<file path="config.mk">
export PLATFORM = sky130hd
export DESIGN_NAME = wildcard_gap_byte_matcher_top
export DESIGN_NICKNAME = d
export VERILOG_FILES = /design/src/hdl/wgbm_pkg.sv /design/src/hdl/wgbm_step.sv /design/src/hdl/wildcard_gap_byte_matcher_top.sv
export SDC_FILE = /design/constraint.sdc
export NUM_CORES = 1
export LEC_CHECK = 0
export BUFFER_PORTS_ARGS = -buffer_cell sky130_fd_sc_hd__buf_2
export CAP_MARGIN = 30
export CELL_PAD_IN_SITES_DETAIL_PLACEMENT = 2
export CELL_PAD_IN_SITES_GLOBAL_PLACEMENT = 2
export CORE_UTILIZATION = 30
export DETAILED_ROUTE_END_ITERATION = 7
export PLACE_DENSITY_LB_ADDON = 0.1
export SLEW_MARGIN = 0
export SYNTH_ARGS = -nofsm -noshare
export SYNTH_HDL_FRONTEND = slang
export SYNTH_HIERARCHICAL = 1
export SYNTH_SLANG_ARGS = --single-unit
</file>
<file path="constraint.sdc">
create_clock -name clock -period 12.3 [get_ports clock]
set_input_delay 0.615 -clock clock [delete_from_list [all_inputs] [get_ports clock]]
set_output_delay 0.615 -clock clock [all_outputs]
set_load 0.05 [all_outputs]
</file>
<file path="src/hdl/wgbm_pkg.sv">
// Shared types and constants for the wildcard gap byte matcher.
// Depends on nothing; every other file in hdl imports it.
package wgbm_pkg;

   localparam int TERM_W         = 10;
   localparam int TERMS_PER_WORD = 6;
   localparam int CSR_DATA_W     = 60;
   localparam int POS_W          = 4;
   localparam int LIMIT_W        = 16;
   localparam int ADDR_W         = 32;
   localparam int RUN_W          = 32;

   localparam int TERM_GAP_BIT  = 9;
   localparam int TERM_WILD_BIT = 8;

   typedef logic [TERM_W-1:0] term_type;

   typedef enum logic [1:0] {
      CSR_TERMS_LOW,
      CSR_TERMS_HIGH,
      CSR_PATTERN_LENGTH,
      CSR_MATCH_LIMIT
   } csr_index_type;

   typedef struct packed {
      logic [7:0]        data_byte;
      logic [ADDR_W-1:0] byte_address;
      logic [7:0]        lookahead_byte;
      logic              lookahead_valid;
      logic              first_byte;
   } item_type;

   typedef struct packed {
      logic [POS_W-1:0]   term_position;
      logic [RUN_W-1:0]   run_length;
      logic [ADDR_W-1:0]  candidate_start;
      logic [LIMIT_W-1:0] found_count;
      logic               halted;
   } match_state_type;

   typedef struct packed {
      logic [ADDR_W-1:0]  match_start;
      logic [RUN_W-1:0]   match_length;
      logic [LIMIT_W-1:0] match_number;
      logic               limit_reached;
   } result_type;

endpackage

</file>
<file path="src/hdl/wgbm_step.sv">
// One matching step: next search state and an optional match report.
// Purely combinational; depends on wgbm_pkg.
module wgbm_step #(
   parameter int PATTERN_TERMS = 12
) (
   input  wgbm_pkg::term_type        terms [PATTERN_TERMS],
   input  logic [wgbm_pkg::POS_W-1:0] pattern_length,
   input  logic [wgbm_pkg::LIMIT_W-1:0] match_limit,
   input  wgbm_pkg::item_type        item,
   input  wgbm_pkg::match_state_type state_cur,
   output wgbm_pkg::match_state_type state_next,
   output logic                      result_valid,
   output wgbm_pkg::result_type      result
);
   import wgbm_pkg::*;

   localparam logic [POS_W-1:0] MAX_LEN = POS_W'(PATTERN_TERMS);

   // Terms past the array read as zero.
   function automatic term_type term_sel(input term_type t [PATTERN_TERMS],
                                         input logic [POS_W-1:0] pos);
      term_type r;
      r = '0;
      for (int k = 0; k < PATTERN_TERMS; k++) begin
         if (pos == POS_W'(k)) begin
            r = t[k];
         end
      end
      return r;
   endfunction

   logic [POS_W-1:0]     len;
   logic [LIMIT_W-1:0]   limit;
   match_state_type      s;
   term_type             term;
   term_type             next_term;
   term_type             prev_term;
   logic [7:0]           next_byte;
   logic [7:0]           prev_byte;
   logic [POS_W-1:0]     pos_inc;
   logic [RUN_W-1:0]     run_inc;
   logic                 found;
   logic                 skip;
   logic                 gap_ok;
   logic                 last_hit;

   always_comb begin
      if (pattern_length == '0) begin
         len = POS_W'(1);
      end else if (pattern_length > MAX_LEN) begin
         len = MAX_LEN;
      end else begin
         len = pattern_length;
      end
      limit = (match_limit == '0) ? LIMIT_W'(1) : match_limit;
   end

   always_comb begin
      s = state_cur;
      if (item.first_byte) begin
         s.term_position   = '0;
         s.run_length      = '0;
         s.candidate_start = item.byte_address;
         s.found_count     = '0;
         s.halted          = 1'b0;
      end
      // A pattern shortened under a partial match drops it.
      if (s.term_position >= len) begin
         s.term_position   = '0;
         s.run_length      = '0;
         s.candidate_start = item.byte_address;
      end

      term      = term_sel(terms, s.term_position);
      next_term = term_sel(terms, s.term_position + POS_W'(1));
      prev_term = term_sel(terms, s.term_position - POS_W'(1));
      next_byte = next_term[7:0];
      prev_byte = prev_term[7:0];
      pos_inc   = s.term_position + POS_W'(1);
      run_inc   = (&s.run_length) ? s.run_length : s.run_length + RUN_W'(1);
      gap_ok    = (s.term_position != '0) && (pos_inc < len) && item.lookahead_valid;

      found = 1'b0;
      skip  = 1'b0;
      if (term[TERM_GAP_BIT]) begin
         if (gap_ok) begin
            if (item.lookahead_byte == next_byte) begin
               found = 1'b1;
            end else if (item.data_byte != prev_byte) begin
               skip = 1'b1;
            end
         end
      end else if (term[TERM_WILD_BIT] || (item.data_byte == term[7:0])) begin
         found = 1'b1;
      end
      last_hit = found && (pos_inc >= len);

      result.match_start   = s.candidate_start;
      result.match_length  = run_inc;
      result.match_number  = s.found_count;
      result.limit_reached =
         ({1'b0, s.found_count} + (LIMIT_W+1)'(1)) >= {1'b0, limit};
      result_valid = 1'b0;

      state_next = s;
      if (s.halted) begin
         // A halted search ignores everything but a new first byte.
         state_next = s;
      end else if (skip) begin
         state_next.run_length = run_inc;
      end else if (found && !last_hit) begin
         state_next.term_position = pos_inc;
         state_next.run_length    = run_inc;
      end else begin
         if (last_hit) begin
            result_valid           = 1'b1;
            state_next.found_count = s.found_count + LIMIT_W'(1);
            state_next.halted      = result.limit_reached;
         end
         state_next.term_position   = '0;
         state_next.run_length      = '0;
         state_next.candidate_start = item.byte_address + ADDR_W'(1);
      end
   end

endmodule

</file>
<file path="src/hdl/wildcard_gap_byte_matcher_top.sv">
// Wildcard gap byte matcher, top level: register file, request stage, result stage.
// A request is held in the request stage, and its report is registered in the result stage.
// Throughput: one request per cycle while the result channel is not stalled.
// Reset clears the search state and both stages and returns the pattern registers
// to their defaults (all terms zero, length 1, match limit 1). Depends on wgbm_pkg, wgbm_step.
module wildcard_gap_byte_matcher_top #(
   parameter int PATTERN_TERMS = 12
) (
   input  logic                            clock,
   input  logic                            reset,
   // Configuration write channel.
   input  logic                            csr_valid,
   output logic                            csr_ready,
   input  wgbm_pkg::csr_index_type         csr_index,
   input  logic [wgbm_pkg::CSR_DATA_W-1:0] csr_data,
   // Request channel: one memory byte per request.
   input  logic                            req_valid,
   output logic                            req_ready,
   input  logic [7:0]                      req_data_byte,
   input  logic [wgbm_pkg::ADDR_W-1:0]     req_byte_address,
   input  logic [7:0]                      req_lookahead_byte,
   input  logic                            req_lookahead_valid,
   input  logic                            req_first_byte,
   // Result channel: one report per full match.
   output logic                            rsp_valid,
   input  logic                            rsp_ready,
   output logic [wgbm_pkg::ADDR_W-1:0]     rsp_match_start,
   output logic [wgbm_pkg::RUN_W-1:0]      rsp_match_length,
   output logic [wgbm_pkg::LIMIT_W-1:0]    rsp_match_number,
   output logic                            rsp_limit_reached
);
   import wgbm_pkg::*;

   // Pattern registers. Each term holds its byte, a wildcard bit and a gap bit.
   term_type           terms_ff [PATTERN_TERMS];
   logic [POS_W-1:0]   pattern_length_ff;
   logic [LIMIT_W-1:0] match_limit_ff;

   // Request stage.
   logic     req_valid_ff;
   item_type req_item_ff;

   // Search state carried from one byte to the next.
   match_state_type state_ff;
   match_state_type state_in;

   // Result stage.
   logic       rsp_valid_ff;
   result_type rsp_result_ff;
   logic       result_valid_in;
   result_type result_in;

   logic csr_write;
   logic out_free;
   logic advance;

   // The register file takes writes at any time; software must write only while idle, which the block does not enforce.
   assign csr_ready = 1'b1;
   assign csr_write = csr_valid && csr_ready;

   for (genvar k = 0; k < PATTERN_TERMS; k++) begin : g_term
      always_ff @(posedge clock) begin
         if (reset) begin
            terms_ff[k] <= '0;
         end else if (csr_write) begin
            if (k < TERMS_PER_WORD) begin
               if (csr_index == CSR_TERMS_LOW) begin
                  terms_ff[k] <= csr_data[TERM_W*(k % TERMS_PER_WORD) +: TERM_W];
               end
            end else begin
               if (csr_index == CSR_TERMS_HIGH) begin
                  terms_ff[k] <= csr_data[TERM_W*(k % TERMS_PER_WORD) +: TERM_W];
               end
            end
         end
      end
   end

   always_ff @(posedge clock) begin
      if (reset) begin
         pattern_length_ff <= POS_W'(1);
         match_limit_ff    <= LIMIT_W'(1);
      end else if (csr_write) begin
         unique case (csr_index)
            CSR_PATTERN_LENGTH: pattern_length_ff <= csr_data[POS_W-1:0];
            CSR_MATCH_LIMIT:    match_limit_ff    <= csr_data[LIMIT_W-1:0];
            default: begin
            end
         endcase
      end
   end

   // The request stage moves on whenever the result register is empty or being
   // drained, so a stalled result holds the request stage and, once it is full, the request channel.
   assign out_free  = !rsp_valid_ff || rsp_ready;
   assign advance   = req_valid_ff && out_free;
   assign req_ready = !req_valid_ff || out_free;

   always_ff @(posedge clock) begin
      if (reset) begin
         req_valid_ff <= 1'b0;
      end else if (req_ready) begin
         req_valid_ff <= req_valid;
      end
   end

   always_ff @(posedge clock) begin
      if (req_valid && req_ready) begin
         req_item_ff.data_byte       <= req_data_byte;
         req_item_ff.byte_address    <= req_byte_address;
         req_item_ff.lookahead_byte  <= req_lookahead_byte;
         req_item_ff.lookahead_valid <= req_lookahead_valid;
         req_item_ff.first_byte      <= req_first_byte;
      end
   end

   // The matching step itself: term compare, gap lookahead, run count and report.
   wgbm_step #(
      .PATTERN_TERMS(PATTERN_TERMS)
   ) u_step (
      .terms          (terms_ff),
      .pattern_length (pattern_length_ff),
      .match_limit    (match_limit_ff),
      .item           (req_item_ff),
      .state_cur      (state_ff),
      .state_next     (state_in),
      .result_valid   (result_valid_in),
      .result         (result_in)
   );

   // The search state updates in the same cycle the byte is processed, so the
   // next byte sees it immediately.
   always_ff @(posedge clock) begin
      if (reset) begin
         state_ff <= '0;
      end else if (advance) begin
         state_ff <= state_in;
      end
   end

   always_ff @(posedge clock) begin
      if (reset) begin
         rsp_valid_ff <= 1'b0;
      end else if (advance) begin
         rsp_valid_ff <= result_valid_in;
      end else if (rsp_ready) begin
         rsp_valid_ff <= 1'b0;
      end
   end

   always_ff @(posedge clock) begin
      if (advance && result_valid_in) begin
         rsp_result_ff <= result_in;
      end
   end

   assign rsp_valid         = rsp_valid_ff;
   assign rsp_match_start   = rsp_result_ff.match_start;
   assign rsp_match_length  = rsp_result_ff.match_length;
   assign rsp_match_number  = rsp_result_ff.match_number;
   assign rsp_limit_reached = rsp_result_ff.limit_reached;

endmodule
</file>
==> metrics.md <==
| Metric | Value |
|---|---|
| Status | finished clean |
| Die Wd | ~270 um |
| Final period utilization | 77.1% |
| Seq/Total Area, Yosys | 38.3% |
| Yosys warnings | 6 |
| Post-route setup TNS | 0 ns |
| Clock slew at reported path FFs | 0.06 ns |
| H-tree depth | 2 |
| Post-synth EDFFs | 131 |
| Synth top area cells | dfxtp_1, edfxtp_1, nand2_1 |
| Startpoint Class | flop |
| WL final | 102,000 um |
| Ports | 201 |
| Critical Path RT | 12.56 ns |
| Setup repair bufs after CTS | 0 |
| Tightest Hold Check Type | in -> reg |
| Vias | 21,200 |
| Layout cells sized above 1 | 14.2% |
| DRC | 0 |
| Met2 WL post-DR | roughly 49,000 um |
| #FFs+latches synth | 358 |
| Worst Setup End Kind | flop |
| Final setup margin | 2.81 ns |
| Core Region | about 73,000 sq um |
| Initial Util | 30.3% |
| Post-Syn Area | 22,100 sq um |
| Worst-Skew Late Latency | 0.60 ns |
| WP data arrival | 9.74 ns |
| Largest net degree at the start of global routing | 108 |
| Tmin final | between 9 and 10 ns |
| WL met1 | 44,600 um |
| First-pass GRT wire length | 151,000 um |
| GRT overflow | 0 |
| CTS tree | done |
| Syn Area/Cell | about 8.4 sq um |
| Worst Tran Pin Value | 0.944 ns |
| Antenna Nets Post-Route | 0 |
| Layout area overhead | 15.3% |
| Final Hold Vio Count | 0 |
| Post-CTS Resized | 0 |
| CTS buffer count | between 40 and 50 |
| Vias in the first global route | roughly 23,000 |
| Top sig layer | met5 |
| Max Cap Violations | 0 |
| WS Path Type | reg -> reg |
| Syn Nets | about 2,800 |
| Root Buffer Master | clkbuf_16 |
| Fin. max-slew vios | 0 |
| Synth unique cells | 102 |
| Total Routing Usage GR | 26.8% |
| CP Max Fanout | 53 |
| Row Count | 99 |
| Clock Sink Count | 358 |
| Initial antenna violation count | 3 |
| Crit-path cells | clkinv_1 -> nor2_1 -> ha_1 -> a211oi_1 -> a21boi_4 -> nand2_1 -> inv_1 -> ha_2 -> buf_4 -> and2_0 -> a21oi_1 -> o22a_1 -> nor3_1 -> a211oi_1 -> a22oi_1 -> o2111ai_1 -> nor4bb_1 -> a31oi_1 -> nor3_2 -> buf_4 -> nand2_1 -> nor2_4 -> buf_12 |
| Worst clock skew | 0.0194 ns |
| Drt via density | 5.69 |
| DR iter-0 viols | 1,443 |
| Yosys top cell by area | dfxtp_1 |
| WP buf/inv | 5 |
| # fillers | 8,283 |
| Slowest CP cell | dfxtp_1 |
| Post-Synthesis Cells | 2,631 |
| Async SR Flop Fraction | 0% |
| Clock tree buffer depth | 3 |
| GPL Wtd Cong | around 0.94 |
| Drt pass-1 iters | 5 |
| LEAKAGE | 9.29 nW |
| Antenna diodes | 0 |
| Finish-stage setup viols | 0 |
| CP max stage delay | 0.87 ns |
| DP Worst Slack | 2.89 ns |
| Met3 Wirelength | roughly 4800 um |
| DIE HEIGHT | 274 um |
| Max frequency | 105 MHz |
| Post-synth top area share | 20.5% |
| IO Port Bufs | 199 |
| Synth Flop Type | dfxtp_1 |
| Slew headroom | 36.2% |
| Nets@finish | 2,891 |
| Dpl hpwl | 74,300 um |
| DR WL/cell | 27.4 um |
| Max IR drop VDD | 0.111 mV |
| Die area | 74,800 sq um |
| CP delay by family, top | simple AND/OR/NAND/NOR gates |
| RSZ-0062 raised after global routing | no |
| Hold buffers post-CTS | 0 |
| Power per standard cell area | 117 nW/um^2 |
## synth_stat cells, drive strengths merged, types with 17 or more instances
library cell and instances:
clkbuf 96, nand2 496, mux2 37, nor2b 39, o211ai 24, ha 33, a211oi 27, nor3 35
a221oi 25, nand4 23, a22oi 20, xnor2 51, buf 92, a22o 30, inv 58, xor2 48
mux2i 98, a31oi 20, o21a 20, o22ai 31, a211o 17, o21ai 87, nor2 138, a21oi 227
dfxtp 227, and3 33, nand3 59, nand2b 185, edfxtp 131
## worst paths after layout
kind	from	end	slack [ns]	cells after the start
max	state_ff[84]$_SDFFE_PP0P_	rsp_match_start[12]$_DFFE_PP_	2.81	23
min	req_byte_address[22]	req_item_ff[32]$_DFFE_PP_	0.20	1
max reg2reg	state_ff[84]$_SDFFE_PP0P_	rsp_match_start[12]$_DFFE_PP_	2.81	23
min reg2reg	terms_ff[98]$_SDFFE_PP0P_	terms_ff[98]$_SDFFE_PP0P_	0.46	2
## placed cells by master, fill, tap and decap left out, drive strengths merged, types with 13 or more instances in the layout
cell | Yosys | final
a22oi | 20 | 20
a21oi | 227 | 227
xor2 | 48 | 48
a22o | 30 | 30
nor4 | 13 | 13
a211o | 17 | 17
nor2b | 39 | 39
a221oi | 25 | 25
nor3 | 35 | 35
nand2 | 496 | 496
mux2i | 98 | 98
ha | 33 | 33
o21ai | 87 | 87
a31oi | 20 | 20
clkbuf | 96 | 64
and2 | 15 | 15
o211ai | 24 | 24
o221ai | 15 | 15
mux2 | 37 | 37
xnor2 | 51 | 51
nand3 | 59 | 59
nand2b | 185 | 185
o22ai | 31 | 31
buf | 92 | 250
edfxtp | 131 | 131
a221o | 14 | 14
and3 | 33 | 33
o21a | 20 | 20
nand4 | 23 | 23
dfxtp | 227 | 227
a211oi | 27 | 27
nor2 | 138 | 138
inv | 58 | 62
## logic make-up after synthesis
family          synth area share [%]
compound gates                  20.2
xor+xnor                        3.92
fa+ha+maj                       1.87
buf+inv                         4.93
flops                           38.3
mux                             6.76
other cells                   0.0170
simple gates                    24.0
## state kept, by name (all words and copies together) (netlist names)
signal	count
pattern_length_ff	4
rsp_match_start	32
req_valid_ff	1
match_limit_ff	16
req_item_ff	50
state_ff	85
rsp_valid	1
rsp_limit_reached	1
rsp_match_length	32
rsp_match_number	16
terms_ff	120
## metal layers
layer | vias up | track usage (%)
li1 | 9645 | -
met1 | 10800 | 34.3
met2 | 597 | 45.2
met3 | 186 | 3.82
met4 | 4 | 10.9
met5 | - | 0
## power breakdown
part	total (mW)	internal (mW)	leakage (nW)	switching (mW)
clock	1.40	0.846	0.758	0.550
sequential	1.33	1.27	3.18	0.0628
combinational	0.251	0.0974	5.35	0.154
total	2.98	2.21	9.29	0.767
## final cells by class
| class | count | area (sq um) | share of cell area, % |
|---|---|---|---|
| clock buffer | 63 | 1260 | 4.96 |
| clock inverter | 19 | 270 | 1.06 |
| inverter | 59 | 221 | 0.869 |
| multi-input combinational | 2026 | 12600 | 49.4 |
| sequential | 358 | 8480 | 33.3 |
| tap | 959 | 1200 | 4.71 |
| timing repair buffer | 251 | 1460 | 5.71 |
## per-stage QoR
stage                     hold slack, ns  area [sq um]  utilization, %  power (mW)  std cells
after detailed placement           0.456         24000            32.8        1.61       3653
after CTS                          0.158         25500            34.9        3.03       3735
after floorplan                    0.433         22100               -        1.48       2631
final                              0.197         25500            34.9        2.98       3735
after global placement             0.449         23900            32.8        1.60       3650
after global routing               0.169         25500            34.9        3.09       3735
No activity file was read; power rests on OpenSTA's default activity.
